--- src/hw/rtl/ssba_pkg.sv ---
// shared types, constants and helpers of the swap slot bitmap allocator
package ssba_pkg;

	localparam int WORD_BITS = 64;
	localparam int WORD_LSB  = 6;
	localparam int SWAP_W    = 14;
	localparam int INDEX_W   = 13;

	localparam logic [SWAP_W-1:0] SWAP_SECTORS_RESET = 14'd8192;

	localparam logic FUNC_ALLOC = 1'b0;
	localparam logic FUNC_FREE  = 1'b1;

	typedef enum logic [1:0] {
		ST_OK       = 2'd0,
		ST_NO_SPACE = 2'd1,
		ST_RANGE    = 2'd2,
		ST_UNUSED   = 2'd3
	} status_t;

	typedef enum logic [3:0] {
		S_CLEAR,
		S_IDLE,
		S_SCAN,
		S_RD0,
		S_RD1,
		S_RD2,
		S_CHK,
		S_WR0,
		S_WR1
	} state_t;

	typedef struct packed {
		logic                hit;
		logic [WORD_LSB-1:0] pos;
	} scan_res_t;

	// lower k lanes of a word enabled
	function automatic logic [WORD_BITS-1:0] lane_mask(input logic [WORD_LSB-1:0] k);
		logic [WORD_BITS-1:0] m;
		for (int i = 0; i < WORD_BITS; i++) begin
			m[i] = (WORD_LSB'(i) < k);
		end
		return m;
	endfunction

endpackage

--- src/hw/rtl/ssba_scan.sv ---
// finds the lowest lane of a word where a free run of the page length ends
module ssba_scan
	import ssba_pkg::*;
#(
	parameter int SECTORS_PER_PAGE = 8
) (
	input  logic [WORD_BITS-1:0] prev_free,
	input  logic [WORD_BITS-1:0] cur_free,
	input  logic [WORD_BITS-1:0] lane_en,
	output scan_res_t            res
);

	logic [2*WORD_BITS-1:0] win;
	logic [WORD_BITS-1:0]   run_end;

	assign win = {cur_free, prev_free};

	// run ending at lane j may reach back into the previous word
	always_comb begin
		for (int j = 0; j < WORD_BITS; j++) begin
			run_end[j] = (&win[WORD_BITS + j -: SECTORS_PER_PAGE]) & lane_en[j];
		end
	end

	always_comb begin
		res.hit = |run_end;
		res.pos = '0;
		for (int j = WORD_BITS - 1; j >= 0; j--) begin
			if (run_end[j]) begin
				res.pos = WORD_LSB'(j);
			end
		end
	end

endmodule

--- config.mk ---
export PLATFORM = sky130hd
export DESIGN_NAME = ssba_scan
export DESIGN_NICKNAME = d
export VERILOG_FILES = /design/src/hw/rtl/ssba_pkg.sv /design/src/hw/rtl/ssba_scan.sv
export SDC_FILE = /design/constraint.sdc
export NUM_CORES = 1
export LEC_CHECK = 0
export BUFFER_PORTS_ARGS = -buffer_cell sky130_fd_sc_hd__buf_2
export CORE_AREA = 2 2 76 78
export DETAILED_ROUTE_END_ITERATION = 7
export DIE_AREA = 0 0 78 80
export PLACE_DENSITY = 0.8
export SYNTH_ARGS = -nofsm -noshare
export SYNTH_HDL_FRONTEND = slang
export SYNTH_SLANG_ARGS = --single-unit
--- constraint.sdc ---
create_clock -name vclk -period 3.4
set_clock_uncertainty 0.05 [all_clocks]
set_input_delay 0.34 -clock vclk [all_inputs]
set_output_delay 0.34 -clock vclk [all_outputs]
set_load 0.005 [all_outputs]
==> flow_summary.ini <==
[synth]
synth_area_leaders = nand3_1 14%, a21oi_1 7.0%, nand2_1 6.8%
yosys_warnings = 0
syn_nets = 504
yosysTopAreaCellShare_pct = 14.22
synth_xor_xnor_area_share_pct = 0
synth_cell_types = 51
yosys.area_share.simple_pct = 54.46
synth_commonest_cells = 53 x nand3_1, 34 x nand2_1, 26 x a21oi_1
synth_top_family_by_area = simple AND/OR/NAND/NOR gates
syn_inst = 312
synth_most_common_cell = nand3_1
muxShareOfSynthArea_pct = 0
seq_area_frac_synth_pct = 0
synth_fa_ha_area_share_pct = 0
synth_compound_area_share_pct = 43.73
synth_top_area_cell = nand3_1
syn_area_per_cell_sq_um = 5.979
netlist_area_sq_um = 1866

[grt]
grt_antenna_before_repair = 0
grt_pass1_wl_um = 12080
track_usage_pct = 22.31
grt_pass1_vias = 2906
overflow = 0
grt_max_degree = 8

[timing]
rsz0062_at_grt = no
finalHoldViolCount = 0
fmax_mhz = 361.9
tightest_slew_ns = 0.6465
slew_violations = 0
finalSetupTns_ns = 0
finalSetupViolations = 0
post-route-min-period_ns = 2.763
post-route-period-util_pct = 81.27
max-slew-margin-rel_pct = 56.50

[floorplanning]
die-area_sq_um = 6240
initial_core_util_pct = 34.51
core-area_sq_um = 5405
num_rows = 27
die_w_um = 78
die_y_um = 80
io_pins = 199

[hold_path]
hold_class = input port to primary output
hold_start = prev_free[57]
hold_depth = 5
hold_path_end = res[0]

[cts]
hold_buffers = 0
post_cts_resized = 0
cts_setup_buffers = 0

[power]
pwr-share-clk_pct = 0
power.switching_mw = 0.1124
power.leakage_nw = 1.235
vdd_ir_drop_max_v = 0.00004482
p_int_mw = 0.09954
p_comb_share_pct = 100.0
powerDensity_nw_per_um2 = 79.62
seqPwrFrac_pct = 0
swShare_pct = 53.04

[final_layout]
fin_area_sq_um = 2663
drive_gt1_share_pct = 33.33
n_antenna_cell = 0
regArea_sq_um = 0
nClkBuffers = 0
area_growth_pct = 42.72
n_fill_cell = 577
multi_input_area_sq_um = 1832
layout.nets = 647
fin_util_pct = 49.26
nFlopsAndLatches = 0

[detailed_routing]
firstDrtPassIters = 4
drt_iter0_markers = 123
remaining_drc_errors = 0
drt_wl_total_um = 7532
antenna_left = 0
dr_total_vias = 3174
vias_per_cell = 6.046
routedWlPerCell_um = 14.35

[placement]
place_area_sq_um = 2663
io_buffers = 142
gp_congestion = 0.8573
hpwl_um = 6578

[outcome]
status = finished clean

[critical_path]
end_kind = primary output
timing.critical_path.from = cur_free[33]
cp_max_fo = 6
critPathLaunchType = input port
cp.required_ns = 3.01
crit_arrival_ns = 2.37
crit_type = input port to primary output

[flow_run]
maxCapViolations = 0
==> layout make-up <==
| class | instances | area share (%) |
|---|---|---|
| inverters | 8 | 1.128 |
| multi-input cells | 303 | 68.80 |
| well taps | 72 | 3.383 |
| repair buffers | 142 | 26.69 |
==> worst max-delay path, stage by stage <==
cell and delay [ns]:
buf_2 0.13, and4_1 0.22, and3_1 0.21, a41oi_1 0.22, nor3b_1 0.31, o311a_1 0.25, a211oi_1 0.07, o311ai_1 0.34
nand2_1 0.12, buf_2 0.15
==> power by group through the flow <==
stage | sequential [mW] | combinational [mW] | clock, mW
after floorplan | 0 | 0.0733 | 0
after global placement | 0 | 0.203 | 0
after detailed placement | 0 | 0.208 | 0
after CTS | 0 | 0.209 | 0
after global routing | 0 | 0.232 | 0
final | 0 | 0.212 | 0
==> routing by layer <==
metal  global-route usage (%)  wire length (um)  vias up
li1                         -                 -     1570
met5                        0                 0        -
met1                    26.38              3158     1434
met2                    44.57              3669      162
met3                    1.357               621        8
met4                    3.158                82        0
==> cell usage in the layout (no fill, tap or decap), drive strengths merged, types with 3 or more instances in the layout <==
cell	synthesis	layout
a31oi	3	3
nor3	8	8
a211oi	6	6
a21boi	3	3
nor2	22	22
nand3	54	54
a22oi	7	7
a21oi	29	29
nand2	34	34
nand4	13	13
nor2b	4	4
a21o	5	5
a32o	5	5
and4	13	13
a22o	11	11
o22ai	6	6
inv	8	8
a41oi	4	4
o21ai	19	19
and3	17	17
and2	7	7
buf	0	142
nor3b	6	6
==> per-stage QoR <==
step           std cells  setup slack [ns]  hold WS (ns)  power [mW]
6_report             525            0.6368         1.180      0.2120
5_1_grt              525            0.5360         1.208      0.2319
4_1_cts              525            0.7079         1.168      0.2090
3_5_place_dp         525            0.7198         1.168      0.2080
3_3_place_gp         525            0.7455         1.149      0.2029
2_1_floorplan        312             1.259        0.8200     0.07329
==> how the worst max path moves through the flow <==
stage | slack, ns | end
3_3_place_gp | 0.75 | res[0]
5_1_grt | 0.54 | res[0]
4_1_cts | 0.71 | res[0]
2_1_floorplan | 1.26 | res[0]
3_5_place_dp | 0.72 | res[0]
6_report | 0.64 | res[0]
==> cell families after synthesis <==
| logic type | after synthesis |
|---|---|
| buffers and inverters | 9 |
| AND/OR/NAND/NOR | 187 |
| AO/OA/AOI/OAI | 116 |
Power figures use the tool's default switching activity.
